File: src/sv/q2e_pkg.sv
`timescale 1ns / 1ps
// ----------------------------------------------------------------------------
// q2e_pkg
// Shared widths, stage counts, CORDIC angle table and cell data types.
// ----------------------------------------------------------------------------
package q2e_pkg;

  localparam int CORDIC_STAGES  = 16;
  localparam int ATAN_TABLE_LEN = 24;
  localparam int NCELLS = (CORDIC_STAGES < ATAN_TABLE_LEN) ? CORDIC_STAGES : ATAN_TABLE_LEN;

  localparam int CW       = 36;   // CORDIC x/y datapath width
  localparam int SQW      = 58;   // square-root remainder/root width
  localparam int SQ_CELLS = 29;   // one cell per result bit, 2^28 down to 2^0
  localparam int SQ_TOP   = 56;

  // valid line: product, combine, square, sqrt cells, pre-rotation, CORDIC cells
  localparam int LAT = 3 + SQ_CELLS + 1 + NCELLS;

  localparam logic [28:0] THRESH_RESET = 29'd133955584;
  localparam logic [31:0] ANGLE_PI     = 32'h8000_0000;
  localparam logic signed [15:0] PITCH_MAX = 16'sd16384;
  localparam logic signed [15:0] PITCH_MIN = -16'sd16384;
  localparam logic signed [33:0] ONE_Q28   = 34'sd268435456;

  typedef struct packed {
    logic signed [CW-1:0] x;
    logic signed [CW-1:0] y;
    logic        [31:0]   z;
    logic                 zero;
  } cordic_t;

  typedef struct packed {
    logic [SQW-1:0] v;
    logic [SQW-1:0] res;
  } sqrt_t;

  typedef struct packed {
    logic signed [CW-1:0] roll_y;
    logic signed [CW-1:0] roll_x;
    logic signed [CW-1:0] yaw_y;
    logic signed [CW-1:0] yaw_x;
    logic signed [29:0]   s;
    logic                 sing;
    logic                 tpos;
  } side_t;

  typedef struct packed {
    logic sing;
    logic tpos;
  } flag_t;

  function automatic logic [31:0] atan_bam(input logic [4:0] i);
    logic [31:0] r;
    case (i)
      5'd0:  r = 32'h20000000;  5'd1:  r = 32'h12E4051E;
      5'd2:  r = 32'h09FB385B;  5'd3:  r = 32'h051111D4;
      5'd4:  r = 32'h028B0D43;  5'd5:  r = 32'h0145D7E1;
      5'd6:  r = 32'h00A2F61E;  5'd7:  r = 32'h00517C55;
      5'd8:  r = 32'h0028BE53;  5'd9:  r = 32'h00145F2F;
      5'd10: r = 32'h000A2F98;  5'd11: r = 32'h000517CC;
      5'd12: r = 32'h00028BE6;  5'd13: r = 32'h000145F3;
      5'd14: r = 32'h0000A2FA;  5'd15: r = 32'h0000517D;
      5'd16: r = 32'h000028BE;  5'd17: r = 32'h0000145F;
      5'd18: r = 32'h00000A30;  5'd19: r = 32'h00000518;
      5'd20: r = 32'h0000028C;  5'd21: r = 32'h00000146;
      5'd22: r = 32'h000000A3;  5'd23: r = 32'h00000051;
      default: r = 32'h0;
    endcase
    return r;
  endfunction

  function automatic logic [15:0] round16(input logic [31:0] a);
    logic [31:0] s;
    s = a + 32'h0000_8000;
    return s[31:16];
  endfunction

endpackage

File: src/sv/q2e_sqrt_cell.sv
`timescale 1ns / 1ps
// ----------------------------------------------------------------------------
// q2e_sqrt_cell
// One restoring square-root step at a fixed bit position, registered.
// ----------------------------------------------------------------------------
module q2e_sqrt_cell (
  input  logic             clk,
  input  logic             en,
  input  logic [5:0]       bitpos,
  input  q2e_pkg::sqrt_t   din,
  output q2e_pkg::sqrt_t   dout
);

  logic [q2e_pkg::SQW-1:0] bval;
  logic [q2e_pkg::SQW-1:0] trial;

  assign bval  = q2e_pkg::SQW'(1) << bitpos;
  assign trial = din.res + bval;

  always_ff @(posedge clk) begin
    if (en) begin
      if (din.v >= trial) begin
        dout.v   <= din.v - trial;
        dout.res <= (din.res >> 1) + bval;
      end else begin
        dout.v   <= din.v;
        dout.res <= din.res >> 1;
      end
    end
  end

endmodule

File: config.mk
export PLATFORM = sky130hd
export DESIGN_NAME = q2e_sqrt_cell
export DESIGN_NICKNAME = d
export VERILOG_FILES = /design/src/sv/q2e_pkg.sv /design/src/sv/q2e_sqrt_cell.sv
export SDC_FILE = /design/constraint.sdc
export NUM_CORES = 1
export LEC_CHECK = 0
export BUFFER_PORTS_ARGS = -buffer_cell sky130_fd_sc_hd__clkbuf_2
export CAP_MARGIN = 0
export CORE_MARGIN = 3
export CORE_UTILIZATION = 45
export DETAILED_ROUTE_END_ITERATION = 12
export PLACE_DENSITY_LB_ADDON = 0.2
export SLEW_MARGIN = 10
export SYNTH_ARGS = -nofsm -noshare
export SYNTH_HDL_FRONTEND = slang
export SYNTH_SLANG_ARGS = --single-unit
File: constraint.sdc
create_clock -name clk -period 8.2 [get_ports clk]
set_input_delay 0.41 -clock clk [delete_from_list [all_inputs] [get_ports clk]]
set_output_delay 0.41 -clock clk [all_outputs]
set_load 0.005 [all_outputs]
==> impl_metrics.ini <==
[run_status]
status = complete, no violations

[global_route]
grt_pass1_wl_um = 81900
grt_max_degree = 93
grt_pass1_vias = 14700
antenna_found_initial = 0
grt-ovfl-total = 0
grt_usage = 0.280

[final_layout]
fin_nets = 2464
drive_above_1_share = 0.150
fin_cells = 2642
largest_registers = dout x116
final_cell_mix = 247 x nand2_1, 238 x clkbuf_2, 197 x o21ai_0, 179 x a21oi_1, 158 x ha_1
final_util = 0.520
top_register = dout
final_common_cell = nand2_1
antenna-diode-count = 0
design_area_mm2 = 0.0176
largest_register_ffs = 116
area_delta_synth_final_pct = 12.7

[synthesis]
yosys_warnings = 0
synth_cell_type_count = 94
synth_top_area_share = 0.222
ys_seq_area_frac = 0.222
synth_compound_area_frac = 0.293
ys_ff_latch = 116
ys_top_cells_by_area = edfxtp_1 22%, ha_1 13%, o21ai_0 6.3%, nand2_1 5.9%, xnor2_1 5.8%
synthCells = 2028
synth.mux.area_fraction = 0.00839
synth_area_per_cell_um2 = 7.72
synthAdderAreaFrac = 0.129
synth-xor-area-share = 0.0984
synth_top_area_cell = edfxtp_1
syn_area_mm2 = 0.0157
synth-simple-area-share = 0.206
async_reset_ff_frac = 0
ys.flop_type = edfxtp_1
synth_fp_nets = 2311
synth_top_family_by_area = compound AO/OA/AOI/OAI gates
synth_edf_count = 116

[clock_tree]
tritoncts = done
cts_setup_buffers = 0
htreeDepth = 4
cts_made_buffers = 17
clk_pin_slew_ps = 60
cts.sinks = 116
cts_root_buffer = clkbuf_16
cts.path.max_buffers = 2
cts_hold_buf = 0
cts_resized = 0

[worst_setup_path]
crit_fanout = 85
critPathCaptureType = register
critPathKind = in2reg
start_kind = input pin
cp.required_ps = 8500
startpoint = bitpos[0]
cp_data_arrival_time_ps = 7680

[power_and_ir_drop]
p_sw_frac = 0.351
ir_drop_mv = 0.139
pwr-share-comb = 0.349
clock_power_share = 0.332
sequentialPowerShare = 0.319
total_power_uw = 2480
p_int_uw = 1610
power_density_mw_per_mm2 = 140
p_switching_uw = 870
leakage_uw = 0.00802

[route]
wl_met1_um = 25600
wl_met2_um = 21500
num_vias = 16000
top_layer = met4
routed_wl_um = 52800
firstDrtPassIters = 6
avgViaCountPerCell = 6.05
ant_nets = 0
wire_per_inst_um = 20.0
drt_iter0_drc = 1686
drc = 0
route.met3.wl_um = 3890

[timing]
worst_slew_pin_slew_ps = 1110
report.final.hold_viol_count = 0
fin_tns_setup_ps = 0
relSlewSlack = 0.254
final.period_utilization = 0.900
max_freq_ghz = 0.135
finalMaxSlewViolations = 0
min_period_ps = 7380
setup_violations = 0
rsz0062_at_grt = false

[floorplanning]
coreArea_mm2 = 0.0340
rows = 67
die_x_um = 193
start_util = 0.461
ios = 240
die_h_um = 193
fp.dieArea_mm2 = 0.0371

[placed_design]
hpwlAfterDp_um = 43100
io_buffers = 239
gp_congestion = 1.01
dp.cells = 2610
placed_cell_area_mm2 = 0.0170

[min_path]
hp-class = in2reg
worstHoldStart = din[68]

[job]
maxCapViolations = 0
-- metal layers --
| metal | GRT usage | vias to the layer above |
|---|---|---|
| met4 | 0.101 | 0 |
| met2 | 0.400 | 717 |
| met1 | 0.428 | 7363 |
| met3 | 0.0331 | 100 |
| met5 | 0 | - |
| li1 | - | 7816 |
-- worst paths after layout --
check | to | slack (ps) | cells after the start
worst max-delay path | dout[57]$_SDFFCE_PN0P_ | 820 | 27
worst min-delay path | dout[68]$_DFFE_PP_ | 280 | 3
-- critical path, cell delays in order --
cell and delay, ps:
clkbuf_2 320, nor2_1 270, nand2_1 140, nor3_1 360, ha_1 280, and2_1 140, a31oi_1 40, a31o_2 300
o32ai_4 400, o211ai_1 190, a21oi_1 410, nor2b_1 160, o21ai_0 240, xnor2_1 110, ha_1 480, nand4_1 150
or2_2 340, a2111oi_0 640, o311ai_1 420, nand3_1 220, a31o_2 210, a21oi_2 110, nor4b_2 350, nor3_4 110
buf_12 200, nor3_1 370, mux2_2 250
-- logic make-up (layout without fill, tap and decap cells) --
| logic type | Yosys count | count (layout) |
|---|---|---|
| AND/OR/NAND/NOR | 677 | 677 |
| multiplexers | 12 | 12 |
| flip-flops | 116 | 116 |
| AO/OA/AOI/OAI | 722 | 722 |
| XOR/XNOR | 176 | 176 |
| buffers and inverters | 164 | 330 |
| adder cells (fa/ha/maj) | 161 | 161 |
-- through the flow --
| step | hold slack [ps] | setup slack, ps |
|---|---|---|
| 6_report | 280 | 820 |
| 5_1_grt | 302 | 452 |
| 4_1_cts | 272 | 842 |
| 3_5_place_dp | 722 | 400 |
| 3_3_place_gp | 722 | 581 |
| 2_1_floorplan | 522 | 1890 |
-- cell usage after synthesis (24+ instances only) --
cell / n
a31oi_1: 28
nand4_1: 49
nand3_1: 58
nor2_1: 145
nor3_1: 39
xnor2_1: 103
a21o_1: 120
buf_2: 26
o21a_1: 24
o21ai_0: 197
ha_1: 158
o21bai_1: 24
clkbuf_1: 79
a21oi_1: 179
xor2_1: 73
inv_1: 49
nand2_1: 247
edfxtp_1: 116
-- power groups by stage --
stage	sequential, µW	combinational [µW]	clock, µW
final	791	865	822
after CTS	792	856	832
after global routing	799	959	861
after detailed placement	802	850	0
after global placement	801	847	0
after floorplan	810	547	0
-- final cells by class --
type                            count  area (µm²)
Clock buffer                       17         425
Clock inverter                     15         189
Fill cell                        3295       16300
Inverter                           50         188
Multi-Input combinational cell   1748       11500
Sequential cell                   116        3480
Tap cell                          448         561
Timing Repair Buffer              248        1290
Power figures use the tool's default switching activity.
