--- src/sv/q2e_pkg.sv ---
`timescale 1ns / 1ps
// ----------------------------------------------------------------------------
// q2e_pkg
// Shared widths, stage counts, CORDIC angle table and cell data types.
// ----------------------------------------------------------------------------
package q2e_pkg;

  localparam int CORDIC_STAGES  = 16;
  localparam int ATAN_TABLE_LEN = 24;
  localparam int NCELLS = (CORDIC_STAGES < ATAN_TABLE_LEN) ? CORDIC_STAGES : ATAN_TABLE_LEN;

  localparam int CW       = 36;   // CORDIC x/y datapath width
  localparam int SQW      = 58;   // square-root remainder/root width
  localparam int SQ_CELLS = 29;   // one cell per result bit, 2^28 down to 2^0
  localparam int SQ_TOP   = 56;

  // valid line: product, combine, square, sqrt cells, pre-rotation, CORDIC cells
  localparam int LAT = 3 + SQ_CELLS + 1 + NCELLS;

  localparam logic [28:0] THRESH_RESET = 29'd133955584;
  localparam logic [31:0] ANGLE_PI     = 32'h8000_0000;
  localparam logic signed [15:0] PITCH_MAX = 16'sd16384;
  localparam logic signed [15:0] PITCH_MIN = -16'sd16384;
  localparam logic signed [33:0] ONE_Q28   = 34'sd268435456;

  typedef struct packed {
    logic signed [CW-1:0] x;
    logic signed [CW-1:0] y;
    logic        [31:0]   z;
    logic                 zero;
  } cordic_t;

  typedef struct packed {
    logic [SQW-1:0] v;
    logic [SQW-1:0] res;
  } sqrt_t;

  typedef struct packed {
    logic signed [CW-1:0] roll_y;
    logic signed [CW-1:0] roll_x;
    logic signed [CW-1:0] yaw_y;
    logic signed [CW-1:0] yaw_x;
    logic signed [29:0]   s;
    logic                 sing;
    logic                 tpos;
  } side_t;

  typedef struct packed {
    logic sing;
    logic tpos;
  } flag_t;

  function automatic logic [31:0] atan_bam(input logic [4:0] i);
    logic [31:0] r;
    case (i)
      5'd0:  r = 32'h20000000;  5'd1:  r = 32'h12E4051E;
      5'd2:  r = 32'h09FB385B;  5'd3:  r = 32'h051111D4;
      5'd4:  r = 32'h028B0D43;  5'd5:  r = 32'h0145D7E1;
      5'd6:  r = 32'h00A2F61E;  5'd7:  r = 32'h00517C55;
      5'd8:  r = 32'h0028BE53;  5'd9:  r = 32'h00145F2F;
      5'd10: r = 32'h000A2F98;  5'd11: r = 32'h000517CC;
      5'd12: r = 32'h00028BE6;  5'd13: r = 32'h000145F3;
      5'd14: r = 32'h0000A2FA;  5'd15: r = 32'h0000517D;
      5'd16: r = 32'h000028BE;  5'd17: r = 32'h0000145F;
      5'd18: r = 32'h00000A30;  5'd19: r = 32'h00000518;
      5'd20: r = 32'h0000028C;  5'd21: r = 32'h00000146;
      5'd22: r = 32'h000000A3;  5'd23: r = 32'h00000051;
      default: r = 32'h0;
    endcase
    return r;
  endfunction

  function automatic logic [15:0] round16(input logic [31:0] a);
    logic [31:0] s;
    s = a + 32'h0000_8000;
    return s[31:16];
  endfunction

endpackage

--- src/sv/q2e_cordic_cell.sv ---
`timescale 1ns / 1ps
// ----------------------------------------------------------------------------
// q2e_cordic_cell
// One vectoring CORDIC micro-rotation, registered.
// ----------------------------------------------------------------------------
module q2e_cordic_cell (
  input  logic               clk,
  input  logic               en,
  input  logic [4:0]         shift,
  input  q2e_pkg::cordic_t   din,
  output q2e_pkg::cordic_t   dout
);

  logic signed [q2e_pkg::CW-1:0] dx;
  logic signed [q2e_pkg::CW-1:0] dy;
  logic [31:0] ang;

  assign dx  = din.y >>> shift;
  assign dy  = din.x >>> shift;
  assign ang = q2e_pkg::atan_bam(shift);

  always_ff @(posedge clk) begin
    if (en) begin
      dout.zero <= din.zero;
      if (!din.y[q2e_pkg::CW-1]) begin
        dout.x <= din.x + dx;
        dout.y <= din.y - dy;
        dout.z <= din.z + ang;
      end else begin
        dout.x <= din.x - dx;
        dout.y <= din.y + dy;
        dout.z <= din.z - ang;
      end
    end
  end

endmodule

--- config.mk ---
export PLATFORM = sky130hd
export DESIGN_NAME = q2e_cordic_cell
export DESIGN_NICKNAME = d
export VERILOG_FILES = /design/src/sv/q2e_pkg.sv /design/src/sv/q2e_cordic_cell.sv
export SDC_FILE = /design/constraint.sdc
export NUM_CORES = 1
export LEC_CHECK = 0
export BUFFER_PORTS_ARGS = -buffer_cell sky130_fd_sc_hd__buf_2
export CORE_ASPECT_RATIO = 1.1
export CORE_MARGIN = 2
export CORE_UTILIZATION = 36
export CTS_BUF_LIST = sky130_fd_sc_hd__clkbuf_4 sky130_fd_sc_hd__clkbuf_8 sky130_fd_sc_hd__clkbuf_16
export DETAILED_ROUTE_END_ITERATION = 12
export GPL_TIMING_DRIVEN = 0
export PLACE_DENSITY = 0.6
export SETUP_SLACK_MARGIN = 0.05
export SLEW_MARGIN = 20
export SYNTH_ARGS = -nofsm -noshare
export SYNTH_HDL_FRONTEND = slang
export SYNTH_SLANG_ARGS = --single-unit
--- constraint.sdc ---
create_clock -name clk -period 19.1 [get_ports clk]
set_input_delay 1.91 -clock clk [delete_from_list [all_inputs] [get_ports clk]]
set_output_delay 1.91 -clock clk [all_outputs]
set_load 0.005 [all_outputs]
==> run metrics <==
Vias/cell 6.35; Die Height 227 um; overall die area 47000 um2; Crit path arrival time 9.67 ns; ratio of final minimum period to clock period 0.498; grt ovf 0; total iterations of the first detailed-routing run 7; power density over cell area 72.1 nW/um2; relative max-transition margin 0.173; pin count of the biggest net entering global routing 57; filler instances 4539; final setup TNS 0 ns; post-synthesis average cell area 9.09 um2; root buf cell sky130_fd_sc_hd__clkbuf_16; number of DRC markers in iteration 0 1542; static leakage 7.58 nW; minimum setup slack after placement 9.49 ns; Worst path slowest cell sky130_fd_sc_hd__a2111oi_2; detailed-route wire length 78.3 mm; number of clock sinks 105; gate family responsible for the most delay along the worst path compound AO/OA/AOI/OAI gates; clock slew at the register clock pins of the worst setup and hold paths 0.08 ns; Max Fclk 105 MHz; Die X 207 um; Cell Rows 81; IO Pins 217; Required @ worst endpoint 19.27 ns; critical path launch point type primary input; wire length of the first global-routing pass 111 mm; placed wire-length estimate after detailed placement 62.0 mm; layout cells sized above 1 0.225; Cell Area, Synth 16300 um2; synthesized netlist net count 2019; cts repair resizes 0; slowest stage delay, CP 0.81 ns; Largest Register dout; endpoints failing hold 0; Worst Path Class, Setup primary input to flop; number of failing setup endpoints in the final timing report 0; proportion of synthesized flip-flops having asynchronous set or reset 0; number of clock buffers inserted by TritonCTS 9; Worst Hold Endpoint dout[0]; sequential element share of the synthesized area 0.194; Max rail drop VDD 0.0000423 V; number of global-route vias before repair 16.7k; GP Congestion 1.02; synthesized instance count 1792; final non-filler cell area 18400 um2; type of the tightest min-delay check primary input to flop; antenna violations before repair 2; count of pins over their slew limit 0; number of hold buffers added after cts 0; Least-Margin Pin Slew 1.24 ns; flops & latches, synth 105; crit path max fanout 10; CTS H-tree depth 3; number of flip-flops under the largest register name 105; placed cell areas 18100 um2; area of the core region 44600 um2; element type at the critical path end flop; cell count of the worst hold path 1; via count 16.5k; DRT antenna net count 0; hold path startpoint din[0]; clock tree from TritonCTS built; unrepaired setup endpoints after global routing no; Setup Fix Bufs, Post-CTS 0; commonest cells after routing, fill and taps aside sky130_fd_sc_hd__buf_2, sky130_fd_sc_hd__nor2_1, sky130_fd_sc_hd__a21oi_1; number of warnings issued by yosys 0; most common cell after layout, fill and taps aside sky130_fd_sc_hd__buf_2; buffers added on ports 214; global router's overall resource usage 0.330; result of the run finished clean; number of flops mapped to enable cells by yosys 105; largest registers in the final layout dout: 105 flops; area growth from synthesis to layout 13.1%; number of nets at the end of the flow 2245; DRC violation count after routing 0; maximum buffer depth of the clock tree 2; minimum clock period after layout 9.50 ns; most instantiated flip-flop cell in the synthesis netlist sky130_fd_sc_hd__edfxtp_1; initial standard-cell utilization of the core 0.365; final worst setup slack 9.60 ns; final routed wire length divided by cell count 30.0 um; max_cap viols 0; combined buffer and inverter count along the critical path 4; Synth cell types 95; worst-path cell chain buf_2, buf_2, buf_1, clkbuf_1, mux2i_1, nor2_1, a2111oi_2, nand4b_1, nor2_1, and2_1, a21oi_1, xor2_1, ha_1, a21o_1, a21o_1, a21o_1, a21oi_1, nor3b_1, nand3_1, a221oi_1, o41ai_1, a311o_1, a21oi_1, xnor2_1
[report_power, final]
| group | switching (W) | internal [W] | total (W) |
|---|---|---|---|
| clock network | 0.0000993 | 0.000105 | 0.000205 |
| registers | 0.0000144 | 0.000343 | 0.000357 |
| logic | 0.000453 | 0.000315 | 0.000768 |
[through the flow]
stage / hold slack (ns) / utilization / power (W) / instances
2_1_floorplan: 2.01 / - / 0.000855 / 1792
6_report: 1.67 / 0.413 / 0.00133 / 2605
5_1_grt: 1.67 / 0.413 / 0.00141 / 2605
3_5_place_dp: 2.09 / 0.406 / 0.00111 / 2588
4_1_cts: 1.66 / 0.413 / 0.00133 / 2604
3_3_place_gp: 2.09 / 0.406 / 0.00111 / 2587
[layer usage]
| layer | share of wire | vias to the layer above | wire length (um) | GRT usage |
|---|---|---|---|---|
| li1 | - | 7262 | - | - |
| met1 | 0.39 | 8049 | 30200 | 0.390 |
| met2 | 0.47 | 958 | 36500 | 0.540 |
| met3 | 0.089 | 265 | 6950 | 0.0892 |
| met4 | 0.059 | 0 | 4630 | 0.188 |
| met5 | 0 | - | 0 | 0 |
[logic make-up after synthesis]
| group | synth area share |
|---|---|
| adder cells (fa/ha/maj) | 0.0897 |
| AND/OR/NAND/NOR | 0.154 |
| buffers and inverters | 0.0444 |
| flip-flops | 0.194 |
| AO/OA/AOI/OAI | 0.202 |
| XOR/XNOR | 0.0951 |
| multiplexers | 0.221 |
[worst max-delay path by stage]
stage | to | from | slack [ns] | cells after the start
after detailed placement | dout[68] | shift[1] | 9.49 | 25
after global routing | dout[68] | shift[1] | 9.38 | 25
after global placement | dout[68] | shift[4] | 9.39 | 23
after CTS | dout[68] | shift[1] | 9.90 | 25
final | dout[99] | shift[1] | 9.60 | 24
after floorplan | dout[68] | shift[0] | 11.62 | 25
[cells in the mapped netlist, types with 6 or more instances]
cell type                  instances  area share
sky130_fd_sc_hd__and3_1           19      0.0073
sky130_fd_sc_hd__nor2_1          155       0.036
sky130_fd_sc_hd__clkbuf_1         44       0.010
sky130_fd_sc_hd__mux2i_1          86       0.053
sky130_fd_sc_hd__nand4_1          13      0.0050
sky130_fd_sc_hd__buf_4            14      0.0065
sky130_fd_sc_hd__mux4_2          102        0.14
sky130_fd_sc_hd__and2_1           21      0.0081
sky130_fd_sc_hd__buf_1            14      0.0032
sky130_fd_sc_hd__buf_2            23      0.0071
sky130_fd_sc_hd__xor2_1           60       0.032
sky130_fd_sc_hd__xnor2_1         117       0.063
sky130_fd_sc_hd__a21oi_1         151       0.046
sky130_fd_sc_hd__nor3_1           18      0.0055
sky130_fd_sc_hd__nor3b_1           8      0.0037
sky130_fd_sc_hd__ha_1            112       0.086
sky130_fd_sc_hd__nand3_1          31      0.0095
sky130_fd_sc_hd__o21bai_1         14      0.0065
sky130_fd_sc_hd__o21a_1           23       0.011
sky130_fd_sc_hd__o21ai_0          90       0.028
sky130_fd_sc_hd__a211oi_1         19      0.0088
sky130_fd_sc_hd__o211ai_1          9      0.0041
sky130_fd_sc_hd__a21o_1           56       0.026
sky130_fd_sc_hd__nand2_1         147       0.034
sky130_fd_sc_hd__o41ai_1           7      0.0038
sky130_fd_sc_hd__o22ai_1          13      0.0050
sky130_fd_sc_hd__inv_1            46       0.011
sky130_fd_sc_hd__a41oi_1           7      0.0038
sky130_fd_sc_hd__mux2_2           32       0.022
sky130_fd_sc_hd__nand2b_1         24      0.0092
sky130_fd_sc_hd__or2_2            12      0.0046
sky130_fd_sc_hd__a221oi_1          6      0.0032
sky130_fd_sc_hd__a22oi_1          14      0.0065
sky130_fd_sc_hd__o31ai_1          13      0.0060
sky130_fd_sc_hd__edfxtp_1        105        0.19
sky130_fd_sc_hd__a31oi_1          24      0.0092
sky130_fd_sc_hd__nor2b_1          21      0.0081
[layout make-up]
class	instances	area, um2	share of cell area
Antenna cell	1	2.50	0.000136
Buffer	103	541	0.0293
Clock buffer	11	240	0.0130
Clock inverter	5	63.8	0.00346
Inverter	49	184	0.00998
Multi-Input combinational cell	1535	12400	0.674
Sequential cell	105	3150	0.171
Tap cell	581	727	0.0394
Timing Repair Buffer	215	1100	0.0599
No activity file was read; power rests on OpenSTA's default activity.
